## config.mk

```make
export PLATFORM = sky130hd
export DESIGN_NAME = gbd_ram
export DESIGN_NICKNAME = d
export VERILOG_FILES = /design/src/hw/rtl/gbd_ram.sv
export SDC_FILE = /design/constraint.sdc
export NUM_CORES = 1
export LEC_CHECK = 0
export BUFFER_PORTS_ARGS = -buffer_cell sky130_fd_sc_hd__buf_2
export CORE_MARGIN = 4
export CORE_UTILIZATION = 47
export DETAILED_ROUTE_END_ITERATION = 6
export PLACE_DENSITY = 0.61
export SYNTH_ARGS = -nofsm -noshare
export SYNTH_HDL_FRONTEND = slang
export SYNTH_SLANG_ARGS = --single-unit
```

## constraint.sdc

```tcl
create_clock -name clk -period 2.25 [get_ports clk]
set_clock_uncertainty 0.2 [all_clocks]
set_input_delay 0.3375 -clock clk [delete_from_list [all_inputs] [get_ports clk]]
set_output_delay 0.3375 -clock clk [all_outputs]
set_load 0.01 [all_outputs]
```

## src/hw/rtl/gbd_ram.sv

```systemverilog
// ----------------------------------------------------------------------------
// gbd_ram
// Simple dual-port RAM, one write port, one read port with registered data.
// ----------------------------------------------------------------------------
`default_nettype none

module gbd_ram #(
    parameter int WIDTH = 8,
    parameter int DEPTH = 16
) (
    input  wire logic                     clk,
    input  wire logic                     we,
    input  wire logic [$clog2(DEPTH)-1:0] waddr,
    input  wire logic [WIDTH-1:0]         wdata,
    input  wire logic                     re,
    input  wire logic [$clog2(DEPTH)-1:0] raddr,
    output logic      [WIDTH-1:0]         rdata
);

    logic [WIDTH-1:0] mem [DEPTH];

    always_ff @(posedge clk)
    begin
        if (we)
        begin
            mem[waddr] <= wdata;
        end
        if (re)
        begin
            rdata <= mem[raddr];
        end
    end

endmodule

`default_nettype wire

```

Word-level counts from Yosys, hierarchy flattened
Memories as Yosys holds them, arrays and structs flattened. A register that Yosys moved wholly into a read port is not among the register bits.
Cells that the tools add are included.
{"block": "op_classes", "n_addsub": 0, "multipliers": 0, "n_div": 0, "n_lt_le_gt_ge": 0, "n_eq_ne": 0, "n_shift": 0, "muxes": 2, "bitwise": 0, "n_reduce_logical": 0}
{"operator": "2-to-1 mux 1 bit", "n": 2}
{"block": "totals", "regBits": 0, "latchBits": 0, "ramBits": 128, "mem_bits_ro": 0, "in_bits": 19, "output_inout_bits": 8, "elab_cells": 3, "mem_count": 1}
{"name": "mem", "depth": 16, "word_bits": 8, "rd": 1, "rd_clocked_by_memory_dff": 1, "write_ports": 1, "line_no": "20", "rtl": "logic [WIDTH-1:0] mem [DEPTH];"}

Logic depth before layout (Yosys ltp)
{"block": "depth", "ltp_word": 2, "mapped_depth": 5, "ltp_nobuf": 3}

Least setup slack after synthesis
OpenSTA, ideal clock, no wires.
{"block": "synth_timing", "path_kind": "input-to-reg", "startpoint": "input port waddr[2]", "endpoint": "memory mem[0][0] (enable)", "setup_ns": 0.383, "arrival_ns": 1.447, "t_required_ns": 1.667, "setup_slack_ns": 0.220, "path_stages": 2, "path_buffers": 0, "cell_sequence": "or3b_2 nor3_1"}
{"item": "start: declaration", "line_no": "13", "rtl": "input wire logic [$clog2(DEPTH)-1:0] waddr,"}
{"item": "end: declaration", "line_no": "20"}
No word-level cell before the write port.

==> flow_summary_export.csv <==
group,metric,value,unit
place,post-dp-hpwl,6468,um
critical_path,crit_arrival,1730,ps
status,status,"completed",
synthesis,synthMuxAreaShare,14.79,%
critical_path,r2r_slack,570,ps
worst_hold_path,min_from,"wdata[4]",
clock_network,post_cts_resized,0,
final_layout,fill_cells,818,
synthesis,ys_seq_elements,136,
global_routing,grt_pass1_wl,15280,um
detailed_routing,drt_iter0_drc,240,
timing,fmaxAchievable,595.6,MHz
die,fp.coreArea,10840,um2
timing,min_period_over_period,74.63,%
synthesis,synthFlopType,"edfxtp_1",
detailed_routing,vias,2441,
critical_path,start_kind,"register",
die,fp.dieH,113.5,um
detailed_routing,route.detailed.drc,0,
clock_network,cts.sinks,136,
place,dp_cells,408,
critical_path,reg2reg_from,"mem[10][7]",
global_routing,gr-usage-all-layers,16.96,%
timing,hold_violations,0,
global_routing,antenna_found_initial,2,
synthesis,yosysTopAreaCell,"edfxtp_1",
die,die_area,12870,um2
worst_hold_path,worstHoldPathCells,1,
place,place_congestion,0.7038,
synthesis,synthCells,229,
synthesis,synth-simple-area-share,3.135,%
critical_path,rr_worst_depth,3,
timing,rsz0062_at_grt,"no",
clock_network,cts_buffers,17,
synthesis,synth_top_cell_area_share,78.12,%
critical_path,crit_chain,"mux4_2 > a22oi_1 > nand2_1",
critical_path,critical_path_required,2300,ps
timing,setup_viol,0,
die,start_util,48.22,%
synthesis,yosys-top-cells-area,"edfxtp_1, mux4_2, mux4_1, a22oi_1, nor2_1",
synthesis,syn_nets,248,
timing,slew_headroom,72.31,%
clock_network,cts_root_buf,"clkbuf_8",
detailed_routing,vias_per_cell,5.586,
critical_path,crit_type,"register to register",
synthesis,yosysUniqueCellTypes,18,
die,rows,38,
power,peakVddDrop,0.4463,mV
die,die_w,113.5,um
synthesis,synth_xor_area_share,0,%
power,power_density,867.0,nW/um2
detailed_routing,ant_nets,0,
synthesis,synth_adder_area_share,0,%
synthesis,synth-compound-area-share,2.298,%
global_routing,grt_overflow,0,
detailed_routing,first_pass_iters,4,
detailed_routing,wl,10060,um
timing,setup_tns,0,ps
synthesis,async_reset_ff_share,0,%
worst_hold_path,hold_end,"mem[3][4]",
die,num_io_pins,27,
synthesis,syn_area_per_cell,22.83,um2
clock_network,clk_latency,510,ps
critical_path,cp_max_fo,1,
final_layout,fin_cells,437,
synthesis,ys_warn_count,0,
clock_network,cts_tree,"built",
synthesis,synth_top_cells_by_count,"edfxtp_1, mux4_2, a22oi_1, mux4_1, nor2_1",
synthesis,yosysMostFrequentCell,"edfxtp_1",
critical_path,cp_slowest_stage_delay,460,ps
power,p_leak,2.089,nW
job,drv_cap,0,
timing,worst_pin_slew,415.4,ps
synthesis,synth-edff-count,136,
final_layout,area_delta_synth_final,17.71,%
final_layout,antennaDiodeCount,0,
critical_path,slowest_stage,"mux4_2",
clock_network,htree_levels,4,
critical_path,critPathCaptureType,"register",
detailed_routing,wl_per_cell,23.01,um
clock_network,clock_path_buffers,2,
synthesis,synth_top_family_by_area,"multiplexers",
final_layout,drive_gt1_share,30.30,%
global_routing,grt_start_max_net_pins,17,
critical_path,timing.rr.end,"rdata[7]",
worst_hold_path,hold_path.class,"input pin to register",
place,port_buffers,26,
final_layout,nets,307,
timing,drv_slew,0,
clock_network,cts.clk_slew.worst_paths,50,ps
synthesis,seq_area_frac_synth,78.12,%
timing,timing.final.crit_period,1679,ps
global_routing,grt_pass1_vias,2576,
synthesis,syn_area,5228,um2
==> cell type report <==
cell class,instances,area [um2],area share [%]
sequential,136,4084,66.37
clock inverter,8,36.28,0.5897
tap,140,175.2,2.847
timing repair buffer,50,375.4,6.100
clock buffer,20,425.4,6.913
multi-input combinational,83,1057,17.18
==> cell usage in the layout, fill, tap and decap left out <==
cell type / n
edfxtp_1: 136
buf_2: 26
mux4_2: 18
buf_4: 18
a22oi_1: 16
clkbuf_16: 16
mux4_1: 14
nor2_1: 13
nand2_1: 9
clkinv_2: 5
buf_12: 5
nor3_1: 4
clkinv_1: 3
clkbuf_1: 3
nand3b_1: 2
nand2b_1: 2
nor2b_1: 1
and2_1: 1
and2b_1: 1
nand3_1: 1
or3b_2: 1
clkbuf_8: 1
dlygate4sd3_1: 1
==> state kept, by name (all words and copies together), names as in the netlist <==
register,flops
mem,128
rdata,8
==> per-layer routing <==
| layer | track usage, % | up-vias | part of all wire, % |
|---|---|---|---|
| met5 | 0 | - | 0.16 |
| met4 | 8.413 | 4 | 2.0 |
| met3 | 4.085 | 18 | 5.8 |
| met2 | 27.13 | 74 | 51 |
| met1 | 21.92 | 1252 | 41 |
| li1 | - | 1093 | - |
==> report_power, final <==
part           switching [mW]  internal, mW
logic                   0.153         0.124
clock network           0.886          1.30
registers              0.0149          2.86
total                    1.05          4.28
==> critical path, delay by kind of cell, from the launching register on <==
| family | cells | cell delay [ps] |
|---|---|---|
| AO/OA/AOI/OAI | 1 | 310 |
| flip-flops | 1 | 360 |
| AND/OR/NAND/NOR | 1 | 90 |
| multiplexers | 1 | 460 |
==> stage by stage <==
stage	setup WS, ps	power (mW)	hold WS (ps)	instance area [um2]	utilization (%)
2_1_floorplan	219.6	3.068	236.4	5228	-
3_3_place_gp	132.3	3.197	524.6	5682	52.41
3_5_place_dp	117.9	3.205	533.7	5682	52.41
4_1_cts	561.4	5.376	0.4349	6153	56.76
5_1_grt	491.5	5.524	5.635	6153	56.76
6_report	570.9	5.335	9.582	6153	56.76
==> worst max-delay path by stage <==
stage	slack, ps	cells past startpoint	to	start
2_1_floorplan	220	2	mem[0][0]	waddr[2]
3_3_place_gp	130	5	rdata[1]	raddr[0]
3_5_place_dp	120	5	rdata[1]	raddr[0]
4_1_cts	560	3	rdata[1]	mem[1][1]
5_1_grt	490	3	rdata[4]	mem[9][4]
6_report	570	3	rdata[7]	mem[10][7]
==> what timing repair did <==
action	in CTS	in global routing
endpoints found under the hold margin	16	0
hold buffers	1	0
setup buffers	0	0
endpoints found under the setup margin	0	0
==> cell families after synthesis <==
logic type	after synthesis
simple gates	35
compound gates	16
flops	136
buf+inv	10
mux	32
No activity file was read; power rests on OpenSTA's default activity.
