<file path="config.mk">
export PLATFORM = sky130hd
export DESIGN_NAME = gbd_ctrl
export DESIGN_NICKNAME = d
export VERILOG_FILES = /design/src/hw/rtl/gbd_pkg.sv /design/src/hw/rtl/gbd_ctrl.sv
export SDC_FILE = /design/constraint.sdc
export NUM_CORES = 1
export LEC_CHECK = 0
export BUFFER_PORTS_ARGS = -buffer_cell sky130_fd_sc_hd__buf_2
export CORE_MARGIN = 1.5
export CORE_UTILIZATION = 52
export DETAILED_ROUTE_END_ITERATION = 8
export GPL_TIMING_DRIVEN = 0
export PLACE_DENSITY = 0.79
export SLEW_MARGIN = 20
export SYNTH_ARGS = -nofsm -noshare
export SYNTH_HDL_FRONTEND = slang
export SYNTH_SLANG_ARGS = --single-unit
</file>
<file path="constraint.sdc">
create_clock -name clk -period 3.2 [get_ports clk]
set_input_delay 0.32 -clock clk [delete_from_list [all_inputs] [get_ports clk]]
set_output_delay 0.32 -clock clk [all_outputs]
set_load 0.01 [all_outputs]
</file>
<file path="src/hw/rtl/gbd_pkg.sv">
// ----------------------------------------------------------------------------
// gbd_pkg
// Shared types and constants of the Gaussian reduce (blur, decimate by two).
// ----------------------------------------------------------------------------
`default_nettype none

package gbd_pkg;

    localparam int OUT_SAMPLE_BITS = 16;
    localparam int OUT_POS_BITS    = 10;
    localparam int CFG_INDEX_BITS  = 2;
    localparam int CFG_DATA_BITS   = 16;
    localparam int CHANNELS        = 3;

    localparam logic [CFG_INDEX_BITS-1:0] CFG_FRAME_WIDTH   = 2'd0;
    localparam logic [CFG_INDEX_BITS-1:0] CFG_FRAME_HEIGHT  = 2'd1;
    localparam logic [CFG_INDEX_BITS-1:0] CFG_CHANNEL_COUNT = 2'd2;
    localparam logic [CFG_INDEX_BITS-1:0] CFG_MAX_VALUE     = 2'd3;

    localparam logic [11:0] RST_FRAME_WIDTH   = 12'd640;
    localparam logic [11:0] RST_FRAME_HEIGHT  = 12'd480;
    localparam logic [1:0]  RST_CHANNEL_COUNT = 2'd3;
    localparam logic [15:0] RST_MAX_VALUE     = 16'd255;

    // Per-pixel control that travels with the pipeline.
    typedef struct packed {
        logic                    emit;   // pixel completes an output window
        logic                    done;   // last result of the frame
        logic                    vtop;   // top mirror: rows r, r-1, r-2, r-1, r
        logic                    vbot;   // bottom mirror: rows r-3 .. r, r
        logic                    hleft;  // left mirror on columns
        logic                    hright; // right mirror on columns
        logic [OUT_POS_BITS-1:0] ox;
        logic [OUT_POS_BITS-1:0] oy;
    } ctl_t;

endpackage

`default_nettype wire

</file>
<file path="src/hw/rtl/gbd_ctrl.sv">
// ----------------------------------------------------------------------------
// gbd_ctrl
// Raster position counters and per-pixel window/mirror decisions.
// ----------------------------------------------------------------------------
`default_nettype none

module gbd_ctrl #(
    parameter int MAX_WIDTH  = 2048,
    parameter int MAX_HEIGHT = 2048
) (
    input  wire logic                          clk,
    input  wire logic                          rst_n,
    input  wire logic                          accept,
    input  wire logic [11:0]                   frame_width,
    input  wire logic [11:0]                   frame_height,
    output gbd_pkg::ctl_t                      ctl,
    output logic      [$clog2(MAX_WIDTH)-1:0]  col
);

    localparam int CW = $clog2(MAX_WIDTH);
    localparam int RW = $clog2(MAX_HEIGHT);
    localparam int WW = $clog2(MAX_WIDTH + 1) + 1;
    localparam int HW = $clog2(MAX_HEIGHT + 1) + 1;

    logic [CW-1:0] col_reg;
    logic [CW-1:0] col_next;
    logic [RW-1:0] row_reg;
    logic [RW-1:0] row_next;
    logic [WW-1:0] w_eff;
    logic [HW-1:0] h_eff;
    logic [WW-1:0] c_ext;
    logic [HW-1:0] r_ext;
    logic          row_normal;
    logic          row_bot;
    logic          col_normal;
    logic          col_right;
    logic          row_in;
    logic          col_in;
    logic [31:0]   ox_full;
    logic [31:0]   oy_full;

    always_comb
    begin
        if (frame_width < 12'd3)
            w_eff = WW'(3);
        else if (32'(frame_width) > MAX_WIDTH)
            w_eff = WW'(MAX_WIDTH);
        else
            w_eff = WW'(frame_width);

        if (frame_height < 12'd3)
            h_eff = HW'(3);
        else if (32'(frame_height) > MAX_HEIGHT)
            h_eff = HW'(MAX_HEIGHT);
        else
            h_eff = HW'(frame_height);
    end

    assign c_ext = WW'(col_reg);
    assign r_ext = HW'(row_reg);

    assign row_in     = r_ext <= (h_eff - HW'(1));
    assign col_in     = c_ext <= (w_eff - WW'(1));
    assign row_normal = (r_ext >= HW'(2)) && !row_reg[0];
    assign row_bot    = !row_normal && (r_ext == h_eff - HW'(1)) && !h_eff[0];
    assign col_normal = (c_ext >= WW'(2)) && !col_reg[0];
    assign col_right  = !col_normal && (c_ext == w_eff - WW'(1)) && !w_eff[0];

    assign ox_full = 32'(col_reg >> 1) - (col_normal ? 32'd1 : 32'd0);
    assign oy_full = 32'(row_reg >> 1) - (row_normal ? 32'd1 : 32'd0);

    always_comb
    begin
        ctl.emit   = row_in && col_in && (row_normal || row_bot) && (col_normal || col_right);
        ctl.done   = (r_ext == h_eff - HW'(1)) && (c_ext == w_eff - WW'(1));
        ctl.vtop   = r_ext == HW'(2);
        ctl.vbot   = row_bot;
        ctl.hleft  = c_ext == WW'(2);
        ctl.hright = col_right;
        ctl.ox     = ox_full[gbd_pkg::OUT_POS_BITS-1:0];
        ctl.oy     = oy_full[gbd_pkg::OUT_POS_BITS-1:0];
    end

    always_comb
    begin
        col_next = col_reg;
        row_next = row_reg;
        if (c_ext + WW'(1) >= w_eff)
        begin
            col_next = '0;
            row_next = (r_ext + HW'(1) >= h_eff) ? '0 : RW'(r_ext + HW'(1));
        end
        else
        begin
            col_next = CW'(c_ext + WW'(1));
        end
    end

    always_ff @(posedge clk or negedge rst_n)
    begin
        if (!rst_n)
        begin
            col_reg <= '0;
            row_reg <= '0;
        end
        else if (accept)
        begin
            col_reg <= col_next;
            row_reg <= row_next;
        end
    end

    assign col = col_reg;

endmodule

`default_nettype wire

</file>
======== Word level (Yosys, flattened, before mapping) ========
Index checks and enable logic that the tools add are counted.
word-level totals
  bits in latches ......................... 0
  bits in registers ....................... 22
  memory bits (read-only) ................. 0
  memories kept ........................... 0
  RAM bits ................................ 0
operators by class
  reductions and logical operators ........ 19
  bitwise gates (word level) .............. 0
  $lt $le $gt $ge ......................... 10
  div/mod/pow operators ................... 0
  add/sub/neg operators ................... 6
  shift operators ......................... 0
  equality and inequality tests ........... 4
  multiply operators ...................... 0
  muxes and demuxes ....................... 8
operators with widths
  kind                                                                count
  2-to-1 mux 12 bit                                                   3
  equality test 11 x 13 -> 1 bit                                      2
  greater-or-equal comparator 13 bit                                  2
  <= comparator 11 x 13 -> 1 bit                                      2
  subtractor 13 x 1 -> 13 bit, second input constant                  2
  adder 11 x 1 -> 12 bit, second input constant                       2
  greater-than comparator 12 bit, second input constant               2
  less-than comparator 12 x 2 -> 1 bit, second input constant         2
  equality test 11 x 2 -> 1 bit, second input constant                2
  greater-or-equal comparator 11 x 2 -> 1 bit, second input constant  2
  2-to-1 mux 11 bit                                                   2
  subtractor 10 x 1 -> 10 bit                                         2
  2-to-1 mux 13 bit                                                   1
  logical AND 1 bit                                                   10
  logical NOT 1 bit                                                   6
  logical OR 1 bit                                                    2
  2-to-1 mux 1 bit                                                    2
  AND reduction 2 bit                                                 1

======== Longest topological paths before layout ========
  depth after elaboration ................. 10
  mapped depth ............................ 15

======== Worst setup path before layout ========
No wires, ideal clock.
  path type ............................... in2out
  start ................................... input frame_height[8]
  end ..................................... output ctl[25] (netlist name)
  path slack .............................. -0.418 ns
  stages .................................. 14
  arrival ................................. 3.298 ns
  path through ............................ or4_4 > nor4_1 > nor2_1 > nor2_1 > inv_1 > ha_1 > nand2_1 > nor2_1 > o22a_1 > ha_1 > nand3_1 > nor3_1 > a21oi_1 > nor4_1
RTL lines
  item         line            text
  from (decl)  gbd_ctrl.sv:15  input wire logic [11:0] frame_height,
  to (decl)    gbd_ctrl.sv:16  output gbd_pkg::ctl_t ctl,

==> metrics.md <==
| Metric | Value |
|---|---|
| Worst Path Max Fanout | `6` |
| Crit path arrival time | `3.42 ns` |
| FF+latch count, synth | `22` |
| CP Capture Type | `primary output` |
| Sw frac | `0.504` |
| Clk root buf | `clkbuf_8` |
| DIE AREA | `6920 um2` |
| Unrepaired setup endpoints after global routing | `true` |
| Fraction of layout cells with a size suffix above 1 | `0.348` |
| Final instance area | `4590 um2` |
| Largest net degree at the start of global routing | `23` |
| Internal reg-to-reg setup slack | `0.02 ns` |
| Worst hold path type | `primary input to asynchronous set/reset pin` |
| FILL cells | `457` |
| Ys Warns | `0` |
| Die height | `83.2 um` |
| Top post-synthesis cells by area | `ha_1 21%, dfrtp_1 16%, xnor2_1 5.0%` |
| Crit-path cells | `buf_8, or4_4, nor4_4, buf_4, o21ai_4, ha_4, buf_4, xor2_1, ha_1, o21ai_0, a21oi_1, o211ai_1, a22o_1, a21oi_2, nor4_2, buf_2` |
| Count of pins over their slew limit | `0` |
| Vias | `3849` |
| Final HPWL DP | `7.09 mm` |
| Area of the multi-input gates | `3010 um2` |
| Total CTS buffers | `3` |
| # diodes | `0` |
| Clock tree buffer depth | `2` |
| # port buffers | `62` |
| Synthesized Nets | `524` |
| Slowest stage delay, CP | `0.56 ns` |
| Distinct cells, synth | `55` |
| Layout overhead on the synthesized area | `37.2%` |
| Via-to-Cell Ratio | `6.21` |
| Post-synth top area share | `0.210` |
| Slew headroom | `0.655` |
| Clock power share | `0.069` |
| Fraction of power consumed by sequential logic | `0.179` |
| Register area share after synthesis | `0.165` |
| Final period util | `1.17` |
| Clock insertion delay at the later pin of the skew report | `0.27 ns` |
| EDFF count, synth | `0` |
| Initial Util | `0.533` |
| H-tree Lvls | `1` |
| Worst Setup Start Kind | `primary input` |
| Worst-Margin Slew | `0.517 ns` |
| Grt total ovfl | `0` |
| First-pass GRT wire length | `16.8 mm` |
| Initial DRC Count | `269` |
| Peak supply drop | `0.604 mV` |
| Synth async-reset ratio | `1.00` |
| DRC | `0` |
| FF-to-FF path depth | `16` |
| Drt wl/cell | `17.9 um` |
| Comb pwr share | `0.753` |
| Clk_skew | `0.00946 ns` |
| Placer congestion estimate | `0.888` |
| Failing checks | `negative setup slack` |
| Final setup vio count | `15` |
| Slowest CP cell | `or4_4` |
| Number of global-route vias before repair | `3559` |
| Leakage power | `2.34 nW` |
| Tot GR Track Use | `0.290` |
| Nets | `627` |
| CP most frequent cell | `buf_4` |
| Post-synth top flop | `dfrtp_1` |
| Gate Count Post-Synth | `441` |
| Antenna Violating Nets Remaining | `0` |
| Hold Fails Final Rpt | `0` |
| Fmax | `0.267 GHz` |
| Internal | `0.00133 W` |
| Period minus WS final | `3.74 ns` |
| Reg area | `556 um2` |
| FP Rows | `29` |
| CP bufs+invs | `4` |
| Placed Area | `3820 um2` |
| Worst setup margin | `-0.543 ns` |
| Die X-Extent | `83.2 um` |
| Util after Layout | `0.731` |
| Reg2reg end | `row_reg[9]` |
| Core ar. | `6280 um2` |
| DRT Pass-1 Iters | `5` |
| Sw Pwr | `0.00135 W` |
| Initial antenna violation count | `0` |
| Yosys top cell by area | `ha_1` |
| Setup TNS | `-2.28 ns` |
| Critical Path RT | `2.88 ns` |
| Clock sinks | `22` |
| Max Cap Viol | `0` |
| WL final | `11.1 mm` |
| IO Count | `64` |
| Clk slew on worst S/H paths | `0.09 ns` |
| CTS tree | `done` |
| CP top delay family | `simple AND/OR/NAND/NOR gates` |
| Status | `complete, but fails checks` |
| Worst R2R Start | `row_reg[1]` |
| Syn_area_per_cell | `7.58 um2` |
| Cell area power density | `586 nW/um2` |
| Critical path class | `primary input to primary output` |
| Synth Cell Area | `3340 um2` |
-- area by class of cell --
type                       instances  share of cell area
multi-input combinational        367               0.656
sequential                        22               0.121
clock buffer                       4             0.00982
inverter                          30              0.0245
timing repair buffer             101               0.145
buffer                            19              0.0221
tap                               77              0.0210
-- logic make-up after synthesis --
logic type | Yosys count | share of synthesized area
AND/OR/NAND/NOR | 175 | 0.258
AO/OA/AOI/OAI | 95 | 0.198
adder cells (fa/ha/maj) | 56 | 0.210
buffers and inverters | 52 | 0.0606
XOR/XNOR | 38 | 0.0996
flip-flops | 22 | 0.165
multiplexers | 3 | 0.00973
-- worst register-to-register path, stage by stage, from the launching register on --
cell and delay (ns):
dfrtp_2 0.42, ha_2 0.24, and3_1 0.21, and3_1 0.18, clkbuf_2 0.16, nand2_1 0.06, nor2_1 0.13, xnor2_1 0.15
inv_1 0.08, ha_1 0.31, a21o_1 0.20, a21oi_4 0.21, o21a_1 0.21, a31oi_4 0.08, buf_6 0.16, buf_4 0.13
o31ai_1 0.18
-- worst max path at each step --
stage,startpoint,end,cells after the start
CTS,frame_height[7],ctl[25],17
global placement,frame_height[8],ctl[25],17
detailed placement,frame_height[8],ctl[25],17
global route,frame_height[6],ctl[25],17
finish,frame_height[6],ctl[25],16
floorplan,frame_height[8],ctl[25],10
-- per-layer routing --
layer	vias up	wire, um	GRT usage
met5	-	0	0
met2	214	5010	0.457
met4	0	346	0.0803
met3	37	849	0.0249
met1	1801	4880	0.424
li1	1797	-	-
-- power groups by stage --
stage	Combinational, W	Clock, W	Sequential [W]
detailed placement	0.00156	0	0.000486
CTS	0.00176	0.000180	0.000477
global route	0.00222	0.000198	0.000488
floorplan	0.00108	0	0.000461
finish	0.00202	0.000184	0.000480
global placement	0.00150	0	0.000483
-- cells in the mapped netlist, types with 2 or more instances --
cell type,instances
ha_1,56
nand2_1,43
nor2_1,40
inv_1,30
o21ai_0,23
dfrtp_1,22
nand3_1,21
nor3_1,20
clkbuf_1,19
xnor2_1,19
xor2_1,19
a21oi_1,18
and3_1,10
a211oi_1,7
a22o_1,7
or3_1,7
nor2b_1,6
nor4_1,6
a21o_1,5
a31oi_1,5
nand2b_1,5
o22a_1,4
o2bb2ai_1,4
o31ai_1,4
or4_1,4
nand4_1,3
o21bai_1,3
buf_4,2
mux2_2,2
nor3b_1,2
-- stage by stage --
stage	hold slack (ns)	std cells	setup WS (ns)	power, W
2_1_floorplan	0.0244	441	-0.200	0.00154
3_3_place_gp	0.307	580	-0.668	0.00199
3_5_place_dp	0.316	580	-0.688	0.00205
4_1_cts	0.0257	605	-0.306	0.00242
5_1_grt	0.0354	620	-0.691	0.00291
6_report	0.00548	620	-0.543	0.00269
-- placed cells by master, fill, tap and decap left out, types with 17 or more instances in the layout --
cell type	netlist	final
nand3_1	21	18
inv_1	30	29
nor2_1	40	33
xnor2_1	19	18
buf_2	0	58
buf_4	2	36
o21ai_0	23	17
dfrtp_1	22	18
ha_1	56	48
xor2_1	19	19
nand2_1	43	41
-- timing repair --
action	CTS	global route
hold buffers	0	0
pin swaps	34	24
setup buffers	27	17
setup endpoints to repair	30	30
gates resized for setup	80	40
No activity file was read; power rests on OpenSTA's default activity.
