==> src/hw/rtl/gbd_pkg.sv <==
// ----------------------------------------------------------------------------
// gbd_pkg
// Shared types and constants of the Gaussian reduce (blur, decimate by two).
// ----------------------------------------------------------------------------
`default_nettype none

package gbd_pkg;

    localparam int OUT_SAMPLE_BITS = 16;
    localparam int OUT_POS_BITS    = 10;
    localparam int CFG_INDEX_BITS  = 2;
    localparam int CFG_DATA_BITS   = 16;
    localparam int CHANNELS        = 3;

    localparam logic [CFG_INDEX_BITS-1:0] CFG_FRAME_WIDTH   = 2'd0;
    localparam logic [CFG_INDEX_BITS-1:0] CFG_FRAME_HEIGHT  = 2'd1;
    localparam logic [CFG_INDEX_BITS-1:0] CFG_CHANNEL_COUNT = 2'd2;
    localparam logic [CFG_INDEX_BITS-1:0] CFG_MAX_VALUE     = 2'd3;

    localparam logic [11:0] RST_FRAME_WIDTH   = 12'd640;
    localparam logic [11:0] RST_FRAME_HEIGHT  = 12'd480;
    localparam logic [1:0]  RST_CHANNEL_COUNT = 2'd3;
    localparam logic [15:0] RST_MAX_VALUE     = 16'd255;

    // Per-pixel control that travels with the pipeline.
    typedef struct packed {
        logic                    emit;   // pixel completes an output window
        logic                    done;   // last result of the frame
        logic                    vtop;   // top mirror: rows r, r-1, r-2, r-1, r
        logic                    vbot;   // bottom mirror: rows r-3 .. r, r
        logic                    hleft;  // left mirror on columns
        logic                    hright; // right mirror on columns
        logic [OUT_POS_BITS-1:0] ox;
        logic [OUT_POS_BITS-1:0] oy;
    } ctl_t;

endpackage

`default_nettype wire

==> src/hw/rtl/gbd_lane.sv <==
// ----------------------------------------------------------------------------
// gbd_lane
// One channel: vertical 1-4-6-4-1 sum, column shift line, horizontal sum,
// rounding and clamp.
// ----------------------------------------------------------------------------
`default_nettype none

module gbd_lane #(
    parameter int SB = 16
) (
    input  wire logic                clk,
    input  wire logic                en,
    input  wire logic [SB-1:0]       d0,
    input  wire logic [4*SB-1:0]     hist,
    input  wire gbd_pkg::ctl_t       ctl_b,
    input  wire logic                vld_c,
    input  wire gbd_pkg::ctl_t       ctl_d,
    input  wire logic [SB-1:0]       limit,
    output logic      [SB-1:0]       res
);

    localparam int VW = SB + 4;
    localparam int SW = SB + 9;

    logic [SB-1:0] d1, d2, d3, d4;
    logic [SB-1:0] t0, t1, t2, t3, t4;
    logic [VW-1:0] vsum;
    logic [VW-1:0] v_c_reg;
    logic [VW-1:0] h_reg [5];
    logic [VW-1:0] u0, u1, u2, u3, u4;
    logic [SW-1:0] hsum;
    logic [SW-1:0] rnd;

    assign d1 = hist[SB-1:0];
    assign d2 = hist[2*SB-1:SB];
    assign d3 = hist[3*SB-1:2*SB];
    assign d4 = hist[4*SB-1:3*SB];

    always_comb
    begin
        if (ctl_b.vtop)
        begin
            t0 = d0; t1 = d1; t2 = d2; t3 = d1; t4 = d0;
        end
        else if (ctl_b.vbot)
        begin
            t0 = d3; t1 = d2; t2 = d1; t3 = d0; t4 = d0;
        end
        else
        begin
            t0 = d4; t1 = d3; t2 = d2; t3 = d1; t4 = d0;
        end
        vsum = VW'(t0) + VW'(t4) + (VW'(VW'(t1) + VW'(t3)) << 2)
             + (VW'(t2) << 2) + (VW'(t2) << 1);
    end

    always_ff @(posedge clk)
    begin
        if (en)
        begin
            v_c_reg <= vsum;
        end
        if (en && vld_c)
        begin
            h_reg[0] <= v_c_reg;
            h_reg[1] <= h_reg[0];
            h_reg[2] <= h_reg[1];
            h_reg[3] <= h_reg[2];
            h_reg[4] <= h_reg[3];
        end
    end

    // h_reg[0] holds the newest column
    always_comb
    begin
        if (ctl_d.hleft)
        begin
            u0 = h_reg[0]; u1 = h_reg[1]; u2 = h_reg[2]; u3 = h_reg[1]; u4 = h_reg[0];
        end
        else if (ctl_d.hright)
        begin
            u0 = h_reg[3]; u1 = h_reg[2]; u2 = h_reg[1]; u3 = h_reg[0]; u4 = h_reg[0];
        end
        else
        begin
            u0 = h_reg[4]; u1 = h_reg[3]; u2 = h_reg[2]; u3 = h_reg[1]; u4 = h_reg[0];
        end
        hsum = SW'(u0) + SW'(u4) + (SW'(SW'(u1) + SW'(u3)) << 2)
             + (SW'(u2) << 2) + (SW'(u2) << 1);
        rnd  = (hsum + SW'(128)) >> 8;
        res  = (rnd > SW'(limit)) ? limit : rnd[SB-1:0];
    end

endmodule

`default_nettype wire

==> config.mk <==
export PLATFORM = sky130hd
export DESIGN_NAME = gbd_lane
export DESIGN_NICKNAME = d
export VERILOG_FILES = /design/src/hw/rtl/gbd_pkg.sv /design/src/hw/rtl/gbd_lane.sv
export SDC_FILE = /design/constraint.sdc
export NUM_CORES = 1
export LEC_CHECK = 0
export ABC_CLOCK_PERIOD_IN_PS = 11000
export BUFFER_PORTS_ARGS = -buffer_cell sky130_fd_sc_hd__buf_2
export CAP_MARGIN = 15
export CORE_MARGIN = 2
export CORE_UTILIZATION = 34
export DETAILED_ROUTE_END_ITERATION = 8
export PLACE_DENSITY = 0.61
export SLEW_MARGIN = 20
export SYNTH_ARGS = -nofsm -noshare
export SYNTH_HDL_FRONTEND = slang
export SYNTH_SLANG_ARGS = --single-unit
==> constraint.sdc <==
create_clock -name clk -period 11 [get_ports clk]
set_clock_uncertainty 0.1 [all_clocks]
set_input_delay 1.65 -clock clk [delete_from_list [all_inputs] [get_ports clk]]
set_output_delay 1.65 -clock clk [all_outputs]
set_load 0.02 [all_outputs]
; Word level (Yosys, flattened, before mapping)
; Memory sizes are Yosys's and may differ from the RTL's.
; Cells that the tools add are included.
[word_totals]
reg_bits = 20
mem_count = 1
in_bits = 151
out_inout_bits = 16
ram_bits = 100
[op_classes]
n_reduce_logical = 1
mux = 19
order_cmp = 1
add_sub_neg = 11
[mem_list]
columns = name, words, word_bits, rd, rd_ports_with_merged_regs, wr, line
row1 = h_reg, 5, 20, 5, 0, 5, gbd_lane.sv:29  ; logic [VW-1:0] h_reg [5];
[ops]
columns = operator, n
row1 = 2-to-1 mux 20 bit, 8
row2 = 2-to-1 mux 16 bit, 9
row3 = adder 20 x 20 -> 21 bit, 2
row4 = adder 16 x 16 -> 17 bit, 2
row5 = adder 24 x 22 -> 25 bit, 1
row6 = adder 25 x 21 -> 25 bit, 1
row7 = "adder 25 x 8 -> 25 bit, second input constant", 1
row8 = adder 21 x 23 -> 24 bit, 1
row9 = adder 17 x 19 -> 20 bit, 1
row10 = adder 20 x 17 -> 20 bit, 1
row11 = adder 20 x 18 -> 20 bit, 1
row12 = > comparator 17 x 16 -> 1 bit, 1
row13 = 2-to-1 mux 1 bit, 2
row14 = logical AND 1 bit, 1

; Logic depth before layout (Yosys ltp)
; Gate-level depths: netlist of the first run.
; An unclocked memory read counts as a cell.
[logic_depth]
ltp_word = 10
depth_mapped = 40
ltp_nobuf = 36

; Worst setup path before layout of the first run
; Ideal clock, no wire load.
[synth_timing]
path_kind = input port to output port
startpoint = input ctl_d[20] in the netlist's numbering
endpoint = output res[0]
path_stages = 36
required_ps = 9250
path_slack_ps = -266
arrival_ps = 9516
path_cell_list = clkbuf_1 nor2b_1 buf_1 mux2i_1 inv_1 ha_1 a211o_1 a21oi_1 o21ai_1 a221o_1 a2111oi_0 nor3_1 xnor2_1 ha_1 inv_1 fa_1 fa_1 inv_1 ha_1 a211oi_1 o21ai_0 and3_1 a211o_1 o31a_1 or3_1 a21oi_2 xnor2_1 ha_1 o21ai_0 a21oi_1 nor3_1 nand2_1 a21oi_1 o21ai_2 buf_6 mux2i_1
[synth_between]
elab_chain_cells = 9
elab_cells_between_ends = 16
[synth_rtl]
columns = item, line
row1 = from (decl), gbd_lane.sv:17  ; input wire gbd_pkg::ctl_t ctl_d,
row2 = 2-to-1 mux 20 bit, gbd_lane.sv:80  ; else if (ctl_d.hright)
row3 = 2-to-1 mux 20 bit, gbd_lane.sv:76  ; if (ctl_d.hleft)
row4 = adder 20 x 20 -> 21 bit, gbd_lane.sv:88  ; hsum = SW'(u0) + SW'(u4) + (SW'(SW'(u1) + SW'(u3)) << 2)
row5 = adder 21 x 23 -> 24 bit, gbd_lane.sv:88
row6 = adder 24 x 22 -> 25 bit, gbd_lane.sv:89  ; + (SW'(u2) << 2) + (SW'(u2) << 1);
row7 = adder 25 x 21 -> 25 bit *, gbd_lane.sv:89
row8 = adder 25 x 8 -> 25 bit *, gbd_lane.sv:90  ; rnd = (hsum + SW'(128)) >> 8;
row9 = > comparator 17 x 16 -> 1 bit, gbd_lane.sv:91  ; res = (rnd > SW'(limit)) ? limit : rnd[SB-1:0];
row10 = 2-to-1 mux 16 bit *, gbd_lane.sv:91
row11 = to (decl), gbd_lane.sv:19  ; output logic [SB-1:0] res
; Mark *: on every way between the ends. The rest lies on a longest branch, timed or not.

; Final worst setup path of the first run
[layout_timing]
startpoint = input ctl_d[20] in the netlist's numbering
endpoint = output res[6]
; The elaborated chain is that of the path after synthesis.

==> results of run 1 <==
[cell usage in the layout (no fill, tap or decap), drive strengths merged, types with 5 or more instances in the layout]
master / count
mux2i: 77
nor2b: 14
inv: 201
o21bai: 6
fa: 105
and3: 7
clkbuf: 18
nand2b: 5
nand2: 88
xor2: 16
ha: 119
nor2: 41
nand3: 7
nand4: 6
o21a: 10
a211o: 5
edfxtp: 120
a21oi: 52
o21ai: 92
xnor2: 37
nor3: 15
buf: 188
a211oi: 5
a21o: 15
mux2: 82
[synth_stat cells (all sizes together), types with 2 or more instances]
cell,number,area [µm²]
xnor2,37,324
a21o,15,113
and3,7,43.8
a211oi,5,37.5
nand2,88,330
clkbuf,29,109
a31oi,3,18.8
o211ai,3,22.5
or3,4,25.0
and4,3,26.3
nand4,6,37.5
mux2,82,957
edfxtp,120,3600
a21oi,52,268
fa,105,2100
o21ai,92,464
a2111oi,3,32.5
o21bai,6,45.0
nor2,41,156
nor3,15,75.1
nand2b,5,31.3
or2,2,12.5
a211o,5,43.8
mux2i,77,771
inv,195,732
a41o,3,30.0
xor2,16,140
nand3,7,35.0
nor2b,14,87.6
buf,5,26.3
o41ai,3,33.8
o21a,10,75.1
ha,119,1490
and2,2,12.5
[area by class of cell]
type	count	area (µm²)	share of cell area (%)
Sequential cell	120	3600	24.1
Timing Repair Buffer	189	1280	8.59
Clock inverter	15	214	1.43
Tap cell	461	577	3.86
Inverter	195	732	4.90
Multi-Input combinational cell	840	8100	54.3
Clock buffer	17	425	2.85
[kinds of logic after synthesis]
logic type	count (synthesis)	synth area share [%]
buffers and inverters	229	6.99
adder cells (fa/ha/maj)	224	29.0
AO/OA/AOI/OAI	210	10.3
AND/OR/NAND/NOR	194	7.04
multiplexers	159	13.9
flip-flops	120	29.1
XOR/XNOR	53	3.74
[metal layers]
layer	vias up	wire length (µm)	global-route usage, %	share of wire, %
li1	4427	-	-	-
met1	4205	12300	18.8	48
met2	175	11900	22.6	46
met3	31	1010	2.12	3.9
met4	0	448	3.73	1.7
met5	-	0	0	0
[stage by stage]
step                      hold slack [ps]  instances  cell area, µm²  setup WS [ps]
after CTS                             317       1827           14600           39.5
after detailed placement              305       1790           13900           -300
after global placement                306       1790           13900           -245
after floorplan                       300       1189           12400           22.3
after global routing                  325       1837           14900           -184
final                                 316       1837           14900            155
[timing repair]
action	CTS	global route
gates cloned	0	1
setup endpoints to repair	16	16
resized for setup	10	65
setup buffers	5	9
pin swaps	8	7
[worst max-delay path, delay by kind of cell]
family                   cells  cell delay, ps
buffers and inverters        6             560
adder cells (fa/ha/maj)      6            2090
multiplexers                 2             550
AO/OA/AOI/OAI               14            2810
XOR/XNOR                     2             290
AND/OR/NAND/NOR              6            1130
[worst min path at each step]
stage                           from                endpoint  cells after the start
2_1_floorplan   v_c_reg[0]$_DFFE_PP_   h_reg[0][0]$_DFFE_PP_                      0
5_1_grt        v_c_reg[15]$_DFFE_PP_  h_reg[0][15]$_DFFE_PP_                      0
4_1_cts        v_c_reg[12]$_DFFE_PP_  h_reg[0][12]$_DFFE_PP_                      0
6_report       v_c_reg[12]$_DFFE_PP_  h_reg[0][12]$_DFFE_PP_                      0
3_5_place_dp   v_c_reg[12]$_DFFE_PP_  h_reg[0][12]$_DFFE_PP_                      0
3_3_place_gp   v_c_reg[15]$_DFFE_PP_  h_reg[0][15]$_DFFE_PP_                      0
==> results_dict.tcl, run 1 <==
set metrics [dict create \
    clk_latency_ps 420 \
    clockBufferDepth 2 \
    htree_num_levels 4 \
    r2r_cells 0 \
    syn_nets 1564 \
    min_path_type "reg -> reg" \
    via_per_inst 4.81 \
    max_cap_violations 0 \
    tightestPinTransition_ps 914 \
    yosysWarnings 0 \
    port_buffers 118 \
    cp.required_ps 9250 \
    drc 0 \
    setup_viol 0 \
    timing.fmax_ghz 0.0922 \
    start_util_pct 34.7 \
    grt_antenna_before_repair 0 \
    die_w_um 195 \
    post-route-util_pct 41.8 \
    rsz0062_at_grt "true" \
    routed_wl_mm 25.7 \
    path_class "in -> out" \
    seq_area_frac_synth_pct 29.1 \
    grt_pass1_wl_mm 42.9 \
    core_area_um2 35700 \
    critPathMaxFanout 8 \
    num_rows 69 \
    cp-endpoint "res[6]" \
    die-area_um2 38000 \
    avgSynthCellArea_um2 10.4 \
    crit_slowest_cell "fa_1" \
    cts.sink_count 120 \
    syn-instance-count 1189 \
    grt_pass1_vias 8882 \
    finalCriticalPeriod_ps 10840 \
    cts-hold-fix-buffers 0 \
    hpwlAfterDp_mm 20.7 \
    via_count 8838 \
    hold_violations 0 \
    cts_made_buffers 17 \
    grt_max_degree 69 \
    largest_reg_flops 100 \
    ys_ff_latch 120 \
    post_synth_num_cell_types 52 \
    drt-initial-drc-count 375 \
    cts_root_buf "clkbuf_16" \
    firstDrtPassIters 5 \
    setup-tns-final_ps 0 \
    start_kind "primary input" \
    grt.overflow.total 0 \
    endpoint_kind "output port" \
    antenna_cells 0 \
    synthArstFlopShare_pct 0 \
    finalCritPeriodShare_pct 98.6 \
    max_stage_delay_ps 580 \
    relSlewSlack_pct 39.1 \
    outcome "complete, no violations" \
    synth_edf_count 120 \
    antenna_left 0 \
    wl_per_cell_um 14.0 \
    drive_gt1_share_pct 24.9 \
    rrSetupSlack_ps 10100 \
    fin_nets 1738 \
    n_fill_cell 3482 \
    area_delta_synth_final_pct 20.4 \
    cp-startpoint "ctl_d[20]" \
    maxSlewViolCount 0 \
    synth_flop_cell "edfxtp_1" \
    rr_endpoint "h_reg[0][30]$_DFFE_PP_" \
    grt.total_usage_pct 13.7 \
    die_y_um 195 \
    arrival_ps 9090 \
    r2r-start "h_reg[0][10]$_DFFE_PP_" \
    boundaryPins 167 \
    gp_congestion 0.848 \
    tritoncts "done" \
    synth_area_um2 12400 \
    cts.clk_slew.worst_paths_ps 60 \
]
Power of run 1 is left out: the tool's default activity adds up to more than one toggle a clock period on the data nets, which glitch-free logic cannot reach.
==> inputs of run 2 (changes only) <==
--- a/config.mk
+++ b/config.mk
@@ -5,10 +5,8 @@
 export SDC_FILE = /design/constraint.sdc
 export NUM_CORES = 1
 export LEC_CHECK = 0
-export ABC_CLOCK_PERIOD_IN_PS = 11000
 export BUFFER_PORTS_ARGS = -buffer_cell sky130_fd_sc_hd__buf_2
 export CAP_MARGIN = 15
-export CORE_MARGIN = 2
 export CORE_UTILIZATION = 34
 export DETAILED_ROUTE_END_ITERATION = 8
 export PLACE_DENSITY = 0.61
==> run 2 against run 1 <==
Effect of this change: via count up 0.50%; register-to-register slack about the same; largest cell class unchanged; highest routed layer is now met5; first-iteration DRC count down 20%; the flow now finishes with violations (DRC); hold slack about the same; cell count up 0.27%; core utilization up 0.34 points; routed wire length up 1.3%; die area down 2.0%; global-route usage up 0.38 points; critical path depth unchanged.
==> results_dict.tcl, run 2 (same netlist as run 1, synthesis figures left out) <==
set metrics [dict create \
    tritoncts "done" \
    finalCriticalPeriod_ps 10920 \
    fin_nets 1744 \
    port_buffers 118 \
    largest_reg_flops 100 \
    post-route-util_pct 42.1 \
    rsz0062_at_grt "true" \
    cts.sink_count 120 \
    gp_congestion 0.859 \
    dp_slack_ps -331 \
    cp-startpoint "ctl_d[20]" \
    max_cap_violations 0 \
    drc 1 \
    boundaryPins 167 \
    drive_gt1_share_pct 26.2 \
    endpoint_kind "output port" \
    setup_viol 0 \
    holdWs_ps 316 \
    grt_pass1_wl_mm 42.0 \
    critPathMostFrequentCell "inv_2" \
    start_kind "primary input" \
    grt.total_usage_pct 14.1 \
    wl_per_cell_um 14.1 \
    area_delta_synth_final_pct 21.4 \
    cts_root_buf "clkbuf_16" \
    tightestPinTransition_ps 894 \
    via_per_inst 4.82 \
    finalWorstSetupSlack_ps 80.9 \
    hpwlAfterDp_mm 20.7 \
    violations "DRC" \
    start_util_pct 34.7 \
    die_y_um 193 \
    via_count 8882 \
    grt.overflow.total 0 \
    max_stage_delay_ps 510 \
    hold_violations 0 \
    arrival_ps 9170 \
    firstDrtPassIters 9 \
    maxSlewViolCount 0 \
    setup-tns-final_ps 0 \
    grt_antenna_before_repair 1 \
    antenna_cells 0 \
    cts-hold-fix-buffers 0 \
    htree_num_levels 4 \
    die_w_um 193 \
    path_class "in -> out" \
    die-area_um2 37200 \
    r2r-start "h_reg[0][12]$_DFFE_PP_" \
    clockBufferDepth 2 \
    core_area_um2 35700 \
    outcome "complete, but fails checks" \
    routed_wl_mm 26.0 \
    timing.fmax_ghz 0.0916 \
    critPathMaxFanout 8 \
    clk_latency_ps 420 \
    mostFrequentLayoutCells "inv_1, edfxtp_1, ha_1" \
    cts_made_buffers 17 \
    cp.required_ps 9250 \
    grt_pass1_vias 8763 \
    cts.clk_slew.worst_paths_ps 50 \
    crit_slowest_cell "fa_1" \
    relSlewSlack_pct 40.4 \
    drt-initial-drc-count 301 \
    finalCritPeriodShare_pct 99.3 \
    hp-start "v_c_reg[2]$_DFFE_PP_" \
    num_rows 69 \
    antenna_left 0 \
    min_path_type "reg -> reg" \
    layout_commonest_cell "inv_1" \
    grt_max_degree 66 \
]
==> run 2: worst paths after layout <==
| path | end | slack (ps) | cells past startpoint |
|---|---|---|---|
| hold / removal | h_reg[0][2]$_DFFE_PP_ | 320 | 0 |
| setup / recovery | res[5] | 80 | 36 |
| setup reg to reg | h_reg[0][32]$_DFFE_PP_ | 10110 | 0 |
| hold reg to reg | h_reg[0][2]$_DFFE_PP_ | 320 | 0 |
==> run 2: routing by layer <==
| layer | global-route usage [%] | share of wire [%] | vias to the layer above |
|---|---|---|---|
| li1 | - | - | 4440 |
| met2 | 23.5 | 48 | 183 |
| met3 | 1.97 | 3.4 | 24 |
| met5 | 0 | 0.031 | - |
| met1 | 19.4 | 48 | 4233 |
| met4 | 3.25 | 0.99 | 2 |
==> run 2: through the flow <==
step / cells / cell area (µm²)
floorplan: 1189 / 12400
global placement: 1792 / 13900
detailed placement: 1792 / 13900
CTS: 1828 / 14600
global route: 1842 / 15100
finish: 1842 / 15100
==> run 2: layout make-up <==
cell class	count	area [µm²]
Fill cell	3463	20700
Clock inverter	13	148
Sequential cell	120	3600
Timing Repair Buffer	195	1330
Tap cell	461	577
Multi-Input combinational cell	840	8240
Clock buffer	18	429
Inverter	195	732
==> run 2: worst max-delay path: cells and delay by family <==
| kind | cells | cell delay (ps) |
|---|---|---|
| XOR/XNOR | 2 | 280 |
| AO/OA/AOI/OAI | 14 | 2880 |
| buffers and inverters | 6 | 540 |
| AND/OR/NAND/NOR | 6 | 1190 |
| multiplexers | 2 | 610 |
| adder cells (fa/ha/maj) | 6 | 2010 |
==> run 2: what timing repair did <==
item / 4_1_cts / 5_1_grt
endpoints found under the setup margin: 16 / 16
pin swaps: 9 / 54
resized for setup: 10 / 89
gates cloned: 0 / 1
setup buffers: 5 / 13
Power of run 2 is left out for the same reason.
